===== src/sv/pbse_pkg.sv =====
package pbse_pkg;

  // Token kinds as they arrive on in_tuser.
  typedef enum logic [3:0] {
    FN_FALSE  = 4'd0,
    FN_TRUE   = 4'd1,
    FN_NONDET = 4'd2,
    FN_NOT    = 4'd3,
    FN_AND    = 4'd4,
    FN_OR     = 4'd5,
    FN_XOR    = 4'd6,
    FN_EQ     = 4'd7,
    FN_NEQ    = 4'd8,
    FN_PAREN  = 4'd9,
    FN_VAR    = 4'd10
  } func_t;

  typedef enum logic [1:0] {
    BANK_SHARED_NOW  = 2'd0,
    BANK_LOCAL_NOW   = 2'd1,
    BANK_SHARED_NEXT = 2'd2,
    BANK_LOCAL_NEXT  = 2'd3
  } bank_t;

  typedef enum logic [1:0] {
    ST_OK     = 2'd0,
    ST_NONDET = 2'd1,
    ST_UNDER  = 2'd2,
    ST_OVER   = 2'd3
  } status_t;

  // Configuration register indexes, taken from paddr[3:2].
  typedef enum logic [1:0] {
    REG_SHARED_NOW  = 2'd0,
    REG_LOCAL_NOW   = 2'd1,
    REG_SHARED_NEXT = 2'd2,
    REG_LOCAL_NEXT  = 2'd3
  } reg_t;

  typedef enum logic [1:0] {
    OP_NOP,
    OP_PUSH,
    OP_NOT,
    OP_BIN
  } op_kind_t;

  typedef enum logic [2:0] {
    BIN_AND,
    BIN_OR,
    BIN_XOR,
    BIN_EQ,
    BIN_NEQ
  } bin_t;

  // A classified token as it travels from the front end to the stack unit.
  typedef struct packed {
    op_kind_t kind;
    bin_t     bin;
    logic     bit_val;
    logic     nondet;
    logic     last;
  } op_t;

  localparam int VAR_BITS = 16;

  typedef struct packed {
    logic [VAR_BITS-1:0] shared_now;
    logic [VAR_BITS-1:0] local_now;
    logic [VAR_BITS-1:0] shared_next;
    logic [VAR_BITS-1:0] local_next;
  } vars_t;

  localparam int QUEUE_DEPTH = 2;
  localparam int QPTR_W      = $clog2(QUEUE_DEPTH);
  localparam int QLVL_W      = $clog2(QUEUE_DEPTH + 1);

  typedef struct packed {
    logic              full;
    logic              empty;
    logic [QLVL_W-1:0] level;
  } q_status_t;

endpackage


===== src/sv/pbse_front.sv =====
module pbse_front #(
  parameter int SHARED_VARS = 16,
  parameter int LOCAL_VARS  = 16
) (
  input  logic           in_tvalid,
  output logic           in_tready,
  input  logic [7:0]     in_tdata,   // var_bank[1:0], var_index[5:2], zero pad
  input  logic [3:0]     in_tuser,   // func[3:0]
  input  logic           in_tlast,
  input  pbse_pkg::vars_t    vars,
  input  pbse_pkg::q_status_t q_st,
  output logic           q_push,
  output pbse_pkg::op_t  q_op
);
  import pbse_pkg::*;

  func_t               func;
  bank_t               bank;
  logic [3:0]          idx;
  logic [VAR_BITS-1:0] vec;
  logic                in_range;
  logic                var_bit;

  assign func = func_t'(in_tuser);
  assign bank = bank_t'(in_tdata[1:0]);
  assign idx  = in_tdata[5:2];

  assign in_tready = !q_st.full;
  assign q_push    = in_tvalid && in_tready;

  // Variable lookup is done here so that the stack unit only sees push values.
  always_comb begin
    unique case (bank)
      BANK_SHARED_NOW: begin
        vec      = vars.shared_now;
        in_range = int'(idx) < SHARED_VARS;
      end
      BANK_LOCAL_NOW: begin
        vec      = vars.local_now;
        in_range = int'(idx) < LOCAL_VARS;
      end
      BANK_SHARED_NEXT: begin
        vec      = vars.shared_next;
        in_range = int'(idx) < SHARED_VARS;
      end
      default: begin
        vec      = vars.local_next;
        in_range = int'(idx) < LOCAL_VARS;
      end
    endcase
  end

  assign var_bit = in_range && vec[idx];

  always_comb begin
    q_op.kind    = OP_NOP;
    q_op.bin     = BIN_AND;
    q_op.bit_val = 1'b0;
    q_op.nondet  = 1'b0;
    q_op.last    = in_tlast;
    unique case (func)
      FN_FALSE:  q_op.kind = OP_PUSH;
      FN_TRUE: begin
        q_op.kind    = OP_PUSH;
        q_op.bit_val = 1'b1;
      end
      FN_NONDET: begin
        q_op.kind   = OP_PUSH;
        q_op.nondet = 1'b1;
      end
      FN_NOT:    q_op.kind = OP_NOT;
      FN_AND: begin
        q_op.kind = OP_BIN;
        q_op.bin  = BIN_AND;
      end
      FN_OR: begin
        q_op.kind = OP_BIN;
        q_op.bin  = BIN_OR;
      end
      FN_XOR: begin
        q_op.kind = OP_BIN;
        q_op.bin  = BIN_XOR;
      end
      FN_EQ: begin
        q_op.kind = OP_BIN;
        q_op.bin  = BIN_EQ;
      end
      FN_NEQ: begin
        q_op.kind = OP_BIN;
        q_op.bin  = BIN_NEQ;
      end
      FN_VAR: begin
        q_op.kind    = OP_PUSH;
        q_op.bit_val = var_bit;
      end
      default: q_op.kind = OP_NOP;  // parenthesis and unused codes
    endcase
  end

endmodule


===== src/sv/pbse_fifo.sv =====
module pbse_fifo (
  input  logic                clk,
  input  logic                rst_n,
  input  logic                push,
  input  pbse_pkg::op_t       wr_op,
  input  logic                pop,
  output pbse_pkg::op_t       head,
  output pbse_pkg::q_status_t q_st
);
  import pbse_pkg::*;

  op_t               mem_r [QUEUE_DEPTH];
  logic [QPTR_W-1:0] wr_ptr_r, wr_ptr_nxt;
  logic [QPTR_W-1:0] rd_ptr_r, rd_ptr_nxt;
  logic [QLVL_W-1:0] level_r, level_nxt;

  assign head       = mem_r[rd_ptr_r];
  assign q_st.level = level_r;
  assign q_st.full  = level_r == QLVL_W'(QUEUE_DEPTH);
  assign q_st.empty = level_r == '0;

  always_comb begin
    wr_ptr_nxt = push ? wr_ptr_r + 1'b1 : wr_ptr_r;
    rd_ptr_nxt = pop ? rd_ptr_r + 1'b1 : rd_ptr_r;
    level_nxt  = level_r;
    if (push && !pop) begin
      level_nxt = level_r + 1'b1;
    end else if (pop && !push) begin
      level_nxt = level_r - 1'b1;
    end
  end

  always_ff @(posedge clk) begin
    if (!rst_n) begin
      wr_ptr_r <= '0;
      rd_ptr_r <= '0;
      level_r  <= '0;
    end else begin
      wr_ptr_r <= wr_ptr_nxt;
      rd_ptr_r <= rd_ptr_nxt;
      level_r  <= level_nxt;
    end
  end

  always_ff @(posedge clk) begin
    if (push) begin
      mem_r[wr_ptr_r] <= wr_op;
    end
  end

endmodule


===== src/sv/pbse_back.sv =====
module pbse_back #(
  parameter int STACK_DEPTH = 16,
  localparam int CW = $clog2(STACK_DEPTH + 1)
) (
  input  logic                clk,
  input  logic                rst_n,
  input  pbse_pkg::op_t       head,
  input  pbse_pkg::q_status_t q_st,
  output logic                pop,
  output logic                out_tvalid,
  input  logic                out_tready,
  output logic [7:0]          out_tdata,  // value[0], status[2:1], zero pad
  output logic [CW-1:0]       stack_cnt
);
  import pbse_pkg::*;

  // The stack shifts: entry 0 is always the top, entry 1 the one below it.
  logic [STACK_DEPTH-1:0] stk_r, stk_nxt;
  logic [CW-1:0]          cnt_r, cnt_nxt;
  status_t                err_r, err_nxt;
  logic                   out_valid_r, out_valid_nxt;
  logic                   out_value_r, res_value;
  status_t                out_status_r;
  logic                   bin_res;

  // A result only needs the output register; other tokens never wait on it.
  assign pop = !q_st.empty && (!head.last || !out_valid_r || out_tready);

  always_comb begin
    unique case (head.bin)
      BIN_AND: bin_res = stk_r[0] & stk_r[1];
      BIN_OR:  bin_res = stk_r[0] | stk_r[1];
      BIN_XOR: bin_res = stk_r[0] ^ stk_r[1];
      BIN_EQ:  bin_res = stk_r[0] ~^ stk_r[1];
      default: bin_res = stk_r[0] ^ stk_r[1];
    endcase
  end

  always_comb begin
    stk_nxt   = stk_r;
    cnt_nxt   = cnt_r;
    err_nxt   = err_r;
    res_value = 1'b0;
    if (pop) begin
      unique case (head.kind)
        OP_PUSH: begin
          if (head.nondet && err_nxt == ST_OK) begin
            err_nxt = ST_NONDET;
          end
          if (cnt_r == CW'(STACK_DEPTH)) begin
            if (err_nxt == ST_OK) begin
              err_nxt = ST_OVER;
            end
          end else begin
            for (int i = 1; i < STACK_DEPTH; i++) begin
              stk_nxt[i] = stk_r[i-1];
            end
            stk_nxt[0] = head.bit_val;
            cnt_nxt    = cnt_r + 1'b1;
          end
        end
        OP_NOT: begin
          if (cnt_r == '0) begin
            if (err_nxt == ST_OK) begin
              err_nxt = ST_UNDER;
            end
          end else begin
            stk_nxt[0] = !stk_r[0];
          end
        end
        OP_BIN: begin
          if (cnt_r < CW'(2)) begin
            if (err_nxt == ST_OK) begin
              err_nxt = ST_UNDER;
            end
          end else begin
            for (int i = 1; i < STACK_DEPTH - 1; i++) begin
              stk_nxt[i] = stk_r[i+1];
            end
            stk_nxt[0] = bin_res;
            cnt_nxt    = cnt_r - 1'b1;
          end
        end
        default: ;
      endcase
      if (head.last) begin
        res_value = (cnt_nxt != '0) && stk_nxt[0];
      end
    end
  end

  always_comb begin
    out_valid_nxt = out_valid_r;
    if (out_valid_r && out_tready) begin
      out_valid_nxt = 1'b0;
    end
    if (pop && head.last) begin
      out_valid_nxt = 1'b1;
    end
  end

  always_ff @(posedge clk) begin
    if (!rst_n) begin
      cnt_r       <= '0;
      err_r       <= ST_OK;
      out_valid_r <= 1'b0;
    end else begin
      out_valid_r <= out_valid_nxt;
      if (pop && head.last) begin
        cnt_r <= '0;
        err_r <= ST_OK;
      end else begin
        cnt_r <= cnt_nxt;
        err_r <= err_nxt;
      end
    end
  end

  always_ff @(posedge clk) begin
    stk_r <= stk_nxt;
    if (pop && head.last) begin
      out_value_r  <= res_value;
      out_status_r <= err_nxt;
    end
  end

  assign out_tvalid = out_valid_r;
  assign out_tdata  = {5'd0, out_status_r, out_value_r};
  assign stack_cnt  = cnt_r;

endmodule


===== src/sv/postfix_boolean_stack_evaluator.sv =====
// Throughput: one token per cycle, sustained, with results taken promptly.
// A token marked last is written into the token queue on acceptance; once it is
// popped from the queue head, its result is registered and shown on out_tvalid.
// A waiting result stalls the next last token at the queue head; the two-entry
// queue then fills and in_tready drops. Earlier tokens keep flowing.
// Reset (rst_n, synchronous, active low) clears the variables, queue, count and status.
module postfix_boolean_stack_evaluator #(
  parameter int STACK_DEPTH = 16,
  parameter int SHARED_VARS = 16,
  parameter int LOCAL_VARS  = 16
) (
  input  logic        clk,
  input  logic        rst_n,
  input  logic        in_tvalid,
  output logic        in_tready,
  input  logic [7:0]  in_tdata,     // var_bank[1:0], var_index[5:2], zero pad
  input  logic [3:0]  in_tuser,     // func[3:0]
  input  logic        in_tlast,
  output logic        out_tvalid,
  input  logic        out_tready,
  output logic [7:0]  out_tdata,    // value[0], status[2:1], zero pad
  input  logic        cfg_psel,
  input  logic        cfg_penable,
  input  logic        cfg_pwrite,
  input  logic [3:0]  cfg_paddr,
  input  logic [31:0] cfg_pwdata,
  output logic [31:0] cfg_prdata,
  output logic        cfg_pready
);
  import pbse_pkg::*;

  localparam int CW = $clog2(STACK_DEPTH + 1);

  vars_t         vars_r;
  q_status_t     q_st;
  logic          q_push;
  logic          q_pop;
  op_t           q_op;
  op_t           head;
  logic [CW-1:0] stack_cnt;
  logic          cfg_wr;
  reg_t          cfg_reg;

  assign cfg_pready = 1'b1;
  assign cfg_wr     = cfg_psel && cfg_penable && cfg_pwrite && cfg_pready;
  assign cfg_reg    = reg_t'(cfg_paddr[3:2]);

  always_ff @(posedge clk) begin
    if (!rst_n) begin
      vars_r <= '0;
    end else if (cfg_wr) begin
      unique case (cfg_reg)
        REG_SHARED_NOW:  vars_r.shared_now  <= cfg_pwdata[VAR_BITS-1:0];
        REG_LOCAL_NOW:   vars_r.local_now   <= cfg_pwdata[VAR_BITS-1:0];
        REG_SHARED_NEXT: vars_r.shared_next <= cfg_pwdata[VAR_BITS-1:0];
        default:         vars_r.local_next  <= cfg_pwdata[VAR_BITS-1:0];
      endcase
    end
  end

  always_comb begin
    unique case (cfg_reg)
      REG_SHARED_NOW:  cfg_prdata = {16'd0, vars_r.shared_now};
      REG_LOCAL_NOW:   cfg_prdata = {16'd0, vars_r.local_now};
      REG_SHARED_NEXT: cfg_prdata = {16'd0, vars_r.shared_next};
      default:         cfg_prdata = {16'd0, vars_r.local_next};
    endcase
  end

  pbse_front #(
    .SHARED_VARS (SHARED_VARS),
    .LOCAL_VARS  (LOCAL_VARS)
  ) u_front (
    .in_tvalid (in_tvalid),
    .in_tready (in_tready),
    .in_tdata  (in_tdata),
    .in_tuser  (in_tuser),
    .in_tlast  (in_tlast),
    .vars      (vars_r),
    .q_st      (q_st),
    .q_push    (q_push),
    .q_op      (q_op)
  );

  pbse_fifo u_fifo (
    .clk   (clk),
    .rst_n (rst_n),
    .push  (q_push),
    .wr_op (q_op),
    .pop   (q_pop),
    .head  (head),
    .q_st  (q_st)
  );

  pbse_back #(
    .STACK_DEPTH (STACK_DEPTH)
  ) u_back (
    .clk        (clk),
    .rst_n      (rst_n),
    .head       (head),
    .q_st       (q_st),
    .pop        (q_pop),
    .out_tvalid (out_tvalid),
    .out_tready (out_tready),
    .out_tdata  (out_tdata),
    .stack_cnt  (stack_cnt)
  );

  a_queue_bound: assert property (@(posedge clk) disable iff (!rst_n)
    q_st.level <= QLVL_W'(QUEUE_DEPTH))
    else $error("token queue level exceeds its depth");

  a_queue_fill: assert property (@(posedge clk) disable iff (!rst_n)
    q_push && !q_pop |=> q_st.level == $past(q_st.level) + 1'b1)
    else $error("token queue lost a written item");

  a_stack_bound: assert property (@(posedge clk) disable iff (!rst_n)
    stack_cnt <= CW'(STACK_DEPTH))
    else $error("stack count exceeds the stack depth");

  a_stack_clear: assert property (@(posedge clk) disable iff (!rst_n)
    q_pop && head.last |=> stack_cnt == '0 && out_tvalid)
    else $error("last token did not clear the stack and raise a result");

endmodule


===== config.mk =====
export PLATFORM = sky130hd
export DESIGN_NAME = postfix_boolean_stack_evaluator
export DESIGN_NICKNAME = d
export VERILOG_FILES = /design/src/sv/pbse_pkg.sv /design/src/sv/pbse_front.sv /design/src/sv/pbse_fifo.sv /design/src/sv/pbse_back.sv /design/src/sv/postfix_boolean_stack_evaluator.sv
export SDC_FILE = /design/constraint.sdc
export NUM_CORES = 1
export LEC_CHECK = 0
export ABC_AREA = 1
export BUFFER_PORTS_ARGS = -buffer_cell sky130_fd_sc_hd__buf_2
export CELL_PAD_IN_SITES_DETAIL_PLACEMENT = 1
export CELL_PAD_IN_SITES_GLOBAL_PLACEMENT = 1
export CORE_MARGIN = 3
export CORE_UTILIZATION = 35
export CTS_CLUSTER_DIAMETER = 30
export DETAILED_ROUTE_END_ITERATION = 12
export PLACE_DENSITY = 0.78
export SLEW_MARGIN = 25
export SYNTH_ARGS = -nofsm -noshare
export SYNTH_HDL_FRONTEND = slang
export SYNTH_SLANG_ARGS = --single-unit
export TNS_END_PERCENT = 1

===== constraint.sdc =====
create_clock -name clk -period 2.5 [get_ports clk]
set_clock_uncertainty 0.05 [all_clocks]
set_input_delay 0.125 -clock clk [delete_from_list [all_inputs] [get_ports clk]]
set_output_delay 0.125 -clock clk [all_outputs]
set_load 0.05 [all_outputs]

==> flow_metrics.py, run 1 <==
metrics = {
    "die": {
        "die-width_um": 136,
        "design.portCount": 99,
        "initial_utilization": 0.358,
        "die_area_um2": 18600,
        "core-area_um2": 16600,
        "rows": 47,
        "chipHeight_um": 136,
    },
    "timing": {
        "max_transition_viols_final": 0,
        "rsz0062_at_grt": "false",
        "timing_worst_slew_pin_value_ps": 756,
        "fin_crit_ps": 2110,
        "finalSetupTns_ps": 0,
        "slew-limit-headroom": 0.494,
        "hold_violations": 0,
        "timing.final.crit_share": 0.846,
        "timing.fmax_mhz": 473,
        "report.final.setup_viol": 0,
    },
    "outcome": {
        "outcome": "completed",
    },
    "yosys": {
        "syn_area_um2": 5940,
        "ys_types": 46,
        "synth_warnings": 0,
        "ys_dominant_reg_cell": "dfxtp_1",
        "synth-edff-count": 35,
        "synth-async-reset-ratio": 0,
        "seq_area_frac_synth": 0.436,
        "postSynthCellCount": 770,
        "register_bit_count_reported_by_yosys": 112,
        "synthesized_area_per_cell_um2": 7.72,
    },
    "clock_network": {
        "clock_sinks": 112,
        "clock_tree.htree_level_count": 3,
        "cts_hold_buffers": 14,
        "clockRootBuffer": "clkbuf_16",
        "post-cts-setup-buffer-count": 0,
        "clk_path_buf_depth": 2,
        "cts_buffers": 9,
        "cts_tree": "done",
        "cts-resized-gates": 0,
        "clock_insertion_delay_worst_skew_ps": 370,
        "cts_clk_pin_slew_worst_paths_ps": 70,
    },
    "drt": {
        "detailedRoute.firstPassIterationCount": 5,
        "drt_wl_total_um": 17800,
        "drt_first_iter_violations": 312,
        "wl_per_cell_um": 16.8,
        "routed_via_density": 5.13,
        "drtAntennaViolNets": 0,
        "drt_drc_violations_left": 0,
        "via_count": 5415,
    },
    "worst_hold_path": {
        "worst_hold_path_type": "in2reg",
        "min_path_cells": 4,
    },
    "critical_path": {
        "crit_path_top_delay_cell": "dfxtp_1",
        "timing.reg2reg.worst_path_depth": 12,
        "worst_case_register_to_register_setup_slack_ps": 390,
        "delay_of_the_slowest_cell_on_the_worst_path_ps": 490,
        "critical_path_required_ps": 2700,
        "endpoint_of_the_worst_register_to_register_path": "u_fifo.level_r[1]",
        "critPathLaunchType": "register",
        "path_cells": "buf_4 -> inv_8 -> nand2_2 -> nand2_2 -> nand3_1 -> o21a_1 -> inv_2 -> ha_1 -> a21oi_1 -> o21ai_0 -> o21ai_0 -> a21oi_1",
        "cp_capture_point": "u_fifo.level_r[1]",
        "startpoint_to_endpoint_class_of_the_critical_path": "reg2reg",
        "cp.arrival_ps": 2320,
        "crit_path_end_kind": "register",
        "path_max_fanout": 8,
    },
    "power_and_ir_drop": {
        "leakagePower_nw": 2.84,
        "vdd_ir_drop_max_v": 0.000390,
        "powerDensity_nw_per_um2": 925,
    },
    "finish": {
        "drive_above_1_share": 0.170,
        "flow.area_growth_from_synthesis_pct": 13.7,
        "final_cell_area_excluding_filler_cells_um2": 6760,
        "antennaDiodeCount": 0,
        "layout.nets": 891,
    },
    "global_route": {
        "grt_antenna_before_repair": 0,
        "grt_max_degree": 40,
        "grt_first_pass_wirelength_um": 28200,
        "via_count_of_the_first_global_routing_pass": 5414,
        "global_route.overflow_total": 0,
        "grt.total_usage": 0.197,
    },
    "placement": {
        "finalWeightedCongestion": 0.816,
        "cell_area_after_placement_um2": 6340,
        "port_buffers": 56,
        "detailedPlacementHpwl_um": 12400,
    },
    "flow_run": {
        "maxCapViolCount": 0,
    },
}
[cells by family (layout without fill, tap and decap cells)]
kind of cell	after synthesis	count (layout)	share of synthesized area
AND/OR/NAND/NOR	337	337	0.256
multiplexers	1	1	0.00168
adder cells (fa/ha/maj)	5	5	0.0105
other	2	22	0.00126
XOR/XNOR	5	5	0.00737
buffers and inverters	126	171	0.107
flip-flops	112	112	0.436
AO/OA/AOI/OAI	182	182	0.181
[worst min path at each step]
stage / startpoint / slack (ps) / end
floorplan: in_tlast / 170 / u_fifo.mem_r[0][0]
global placement: in_tlast / 280 / u_fifo.mem_r[0][0]
detailed placement: in_tlast / 280 / u_fifo.mem_r[0][0]
CTS: out_tready / 1 / u_back.out_tvalid
global route: out_tready / 20 / u_back.out_tvalid
finish: out_tready / 4 / u_back.out_tvalid
[cell usage in the layout (no fill, tap or decap), types with 2 or more instances in the layout]
cell / instances
nor2_1: 129
nand2_1: 116
o21ai_0: 79
dfxtp_1: 77
buf_2: 56
a21oi_1: 49
inv_1: 48
nand3_1: 48
edfxtp_1: 35
conb_1: 22
inv_2: 16
buf_4: 16
a32o_1: 14
o21ai_1: 14
dlygate4sd3_1: 14
nand4_1: 9
clkbuf_16: 9
nand2_2: 8
nand2_4: 7
a22o_1: 7
nor2_2: 5
ha_1: 5
nor3_1: 4
o211ai_1: 4
xor2_1: 4
a21oi_2: 4
inv_8: 3
o2111ai_1: 3
inv_4: 3
o21ai_2: 3
inv_6: 3
clkinv_1: 2
nand2_8: 2
nor2_4: 2
nor4_1: 2
[synthesized netlist by cell type, types with 5 or more instances]
master / instances / area (um2)
nand2_2: 8 / 50.1
nand2_1: 116 / 435
nor2_1: 129 / 484
nand3_1: 48 / 240
ha_1: 5 / 62.6
o21ai_0: 79 / 395
nor2_2: 5 / 31.3
nand2_4: 7 / 78.8
a21oi_1: 49 / 245
edfxtp_1: 35 / 1050
a32o_1: 14 / 140
a22o_1: 7 / 61.3
clkbuf_1: 17 / 63.8
inv_2: 16 / 60.1
buf_4: 28 / 210
inv_1: 48 / 180
nand4_1: 9 / 56.3
buf_2: 8 / 40.0
dfxtp_1: 77 / 1540
o21ai_1: 14 / 70.1
[critical path: cells and delay by family, from the launching register on]
kind,cells,cell delay [ps]
buffers and inverters,3,340
and+or+nand+nor,3,220
AOI/OAI and AO/OA,5,630
DFF,1,490
adders and majority gates,1,280
[sequential cells by signal, indices dropped and copies added (netlist names), named ones only]
name / cells
vars_r: 64
u_back.stk_r: 16
u_fifo.mem_r: 16
u_back.stack_cnt: 5
u_back.err_r: 2
u_back.out_status_r: 2
u_fifo.level_r: 2
u_back.out_tvalid: 1
u_back.out_value_r: 1
u_fifo.rd_ptr_r: 1
u_fifo.wr_ptr_r: 1
[per-stage QoR]
step	utilization	cells	hold WS (ps)	power, mW	worst slack [ps]
global route	0.408	1055	24.3	6.67	167
detailed placement	0.382	1025	280	4.84	398
global placement	0.382	1025	277	4.78	433
finish	0.408	1055	4.41	6.26	386
floorplan	-	790	174	4.38	202
CTS	0.408	1055	1.23	6.32	371
[power breakdown]
| group | total [mW] | switching (mW) | internal [mW] |
|---|---|---|---|
| clock | 1.45 | 0.746 | 0.700 |
| sequential | 2.46 | 0.210 | 2.25 |
| combinational | 2.35 | 1.57 | 0.774 |
[layer usage]
layer	part of all wire	vias to the layer above	global-route usage	routed length (um)
met4	0.026	0	0.0722	464
li1	-	2656	-	-
met3	0.043	35	0.0377	765
met2	0.49	125	0.337	8680
met5	0	-	0	0
met1	0.44	2599	0.246	7860
[final cells by class]
class                      count  area [um2]
clock buffer                   9         225
clock inverter                 7        60.1
fill                        2089        9820
inverter                      69         274
multi-input combinational    552        2790
sequential                   112        2590
tap                          220         275
timing repair buffer          86         541
No activity file was read; power rests on OpenSTA's default activity.
==> run 2: changes to the inputs <==
PLACE_DENSITY = 0.81   (was 0.78)
clock period = 1.8 ns   (was 2.5 ns; I/O delays follow)
==> run 2 against run 1 <==
Effect of this change: via count up 4.4%; wire length up 5.0%; non-clock buffer count up 34; worst hold slack better by 31 ps; critical path depth unchanged; clock power up 46%; combinational power up 82%; critical path type unchanged; critical endpoint is now u_back.out_value_r.
==> flow_metrics.py, run 2 (synthesis gave the netlist of run 1 again) <==
metrics = {
    "clock_network": {
        "cts_tree": "done",
        "clk_path_buf_depth": 2,
        "clock_insertion_delay_worst_skew_ps": 360,
        "cts_buffers": 9,
        "clockRootBuffer": "clkbuf_16",
        "clock_sinks": 112,
        "cts_clk_pin_slew_worst_paths_ps": 80,
        "clock_tree.htree_level_count": 3,
    },
    "finish": {
        "final_common_cell": "nor2_1",
        "largest_reg_flops": 64,
        "stdcell_count": 1089,
        "final_cell_area_excluding_filler_cells_um2": 7230,
        "layout.nets": 925,
        "flow.area_growth_from_synthesis_pct": 21.6,
        "layout_top_registers": "vars_r: 64 flops, u_back.stk_r: 16 flops, u_fifo.mem_r: 16 flops",
        "leading_cell_types_in_the_layout_fill_and_taps_excluded": "127 x nor2_1, 116 x nand2_1, 77 x o21ai_0",
        "drive_above_1_share": 0.220,
        "antennaDiodeCount": 0,
        "regMostFlops": "vars_r",
    },
    "flow_run": {
        "maxCapViolCount": 0,
    },
    "die": {
        "rows": 47,
        "die-width_um": 136,
        "initial_utilization": 0.358,
        "chipHeight_um": 136,
        "design.portCount": 99,
        "die_area_um2": 18600,
        "core-area_um2": 16600,
    },
    "critical_path": {
        "crit_path_end_kind": "register",
        "cp.arrival_ps": 1830,
        "critical_path_required_ps": 1880,
        "startpoint_to_endpoint_class_of_the_critical_path": "reg2reg",
        "path_max_fanout": 8,
        "critPathLaunchType": "register",
    },
    "power_and_ir_drop": {
        "leakagePower_nw": 3.04,
        "powerDensity_nw_per_um2": 1360,
        "vdd_ir_drop_max_v": 0.000655,
    },
    "timing": {
        "timing_worst_slew_pin_value_ps": 531,
        "hold_ws_ps": 35.2,
        "timing.final.crit_share": 0.976,
        "fin_crit_ps": 1760,
        "report.final.setup_viol": 0,
        "hold_violations": 0,
        "slew-limit-headroom": 0.643,
        "post_layout_worst_setup_margin_ps": 42.8,
        "timing.fmax_mhz": 569,
        "max_transition_viols_final": 0,
    },
    "placement": {
        "port_buffers": 56,
        "cell_area_after_placement_um2": 6590,
        "detailedPlace.worstSlack_ps": -51.6,
        "dp.cells": 1049,
        "finalWeightedCongestion": 0.843,
        "detailedPlacementHpwl_um": 13200,
    },
    "global_route": {
        "grt_max_degree": 30,
        "grt.total_usage": 0.201,
        "grt_antenna_before_repair": 0,
        "via_count_of_the_first_global_routing_pass": 5597,
        "grt_first_pass_wirelength_um": 29000,
        "global_route.overflow_total": 0,
    },
    "drt": {
        "routed_via_density": 5.19,
        "via_count": 5655,
        "wl_per_cell_um": 17.1,
        "drtAntennaViolNets": 0,
        "detailedRoute.firstPassIterationCount": 4,
        "drt_first_iter_violations": 249,
        "drt_wl_total_um": 18700,
        "drt_drc_violations_left": 0,
    },
    "worst_hold_path": {
        "worst_hold_path_type": "in2reg",
    },
    "outcome": {
        "outcome": "completed",
    },
}
[run 2: changes by cell type in the layout (fill, tap and decap cells not counted), moves of 3 or more]
cell,delta
dfxtp_2,+3
buf_4,+26
dlygate4sd3_1,+4
ha_1,-3
dfxtp_1,-4
ha_4,+3
buf_12,+3
[run 2: critical path: stages, from the launching register on]
cell and delay, ps:
dfxtp_2 340, buf_12 130, clkinv_8 70, nand2_4 80
nand2_8 90, nand2_8 120, nor2_8 40, inv_2 90
o22ai_2 70, nor2_2 160, nand2_1 110, nor2_1 110
nor2_1 50
[run 2: area by class of cell]
type	count	area, um2
Tap cell	220	275
Timing Repair Buffer	120	851
Multi-Input combinational cell	552	2900
Inverter	69	287
Clock buffer	9	225
Clock inverter	7	85.1
Fill cell	2079	9360
Sequential cell	112	2600
[run 2: layer usage]
layer | share of wire | vias to the layer above | GRT usage
met2 | 0.50 | 161 | 0.353
met1 | 0.42 | 2742 | 0.243
met3 | 0.055 | 32 | 0.0455
li1 | - | 2720 | -
met5 | 0 | - | 0
met4 | 0.024 | 0 | 0.0672
[run 2: per-stage QoR]
stage | util | power (mW) | TNS (ps)
final | 0.436 | 9.79 | 0
after floorplan | - | 6.20 | -216
after global routing | 0.436 | 10.4 | -45.7
after detailed placement | 0.398 | 7.27 | -175
after global placement | 0.398 | 7.15 | 0
after CTS | 0.428 | 9.52 | 0
[run 2: path summary, 6_finish.rpt]
| check | endpoint | slack (ps) | depth (start not counted) | startpoint |
|---|---|---|---|---|
| setup / recovery | u_back.out_value_r | 40 | 12 | register |
| hold / removal | u_fifo.mem_r[0][5] | 40 | 2 | in_tuser[1] |
| setup reg to reg | u_back.out_value_r | 40 | 12 | register |
| hold reg to reg | u_back.stk_r[15] | 410 | 0 | u_back.stk_r[14] |
[run 2: power by group]
group | switching (mW) | total, mW | internal [mW]
clock | 0.999 | 2.11 | 1.11
sequential | 0.262 | 3.40 | 3.14
combinational | 2.62 | 4.28 | 1.66
total | 3.88 | 9.79 | 5.91
[run 2: what timing repair did]
action	4_1_cts	5_1_grt
pin swaps	0	6
buffers inserted	0	6
endpoints found under the hold margin	46	0
endpoints found under the setup margin	20	2
hold buffers	18	0
resized for setup	7	18
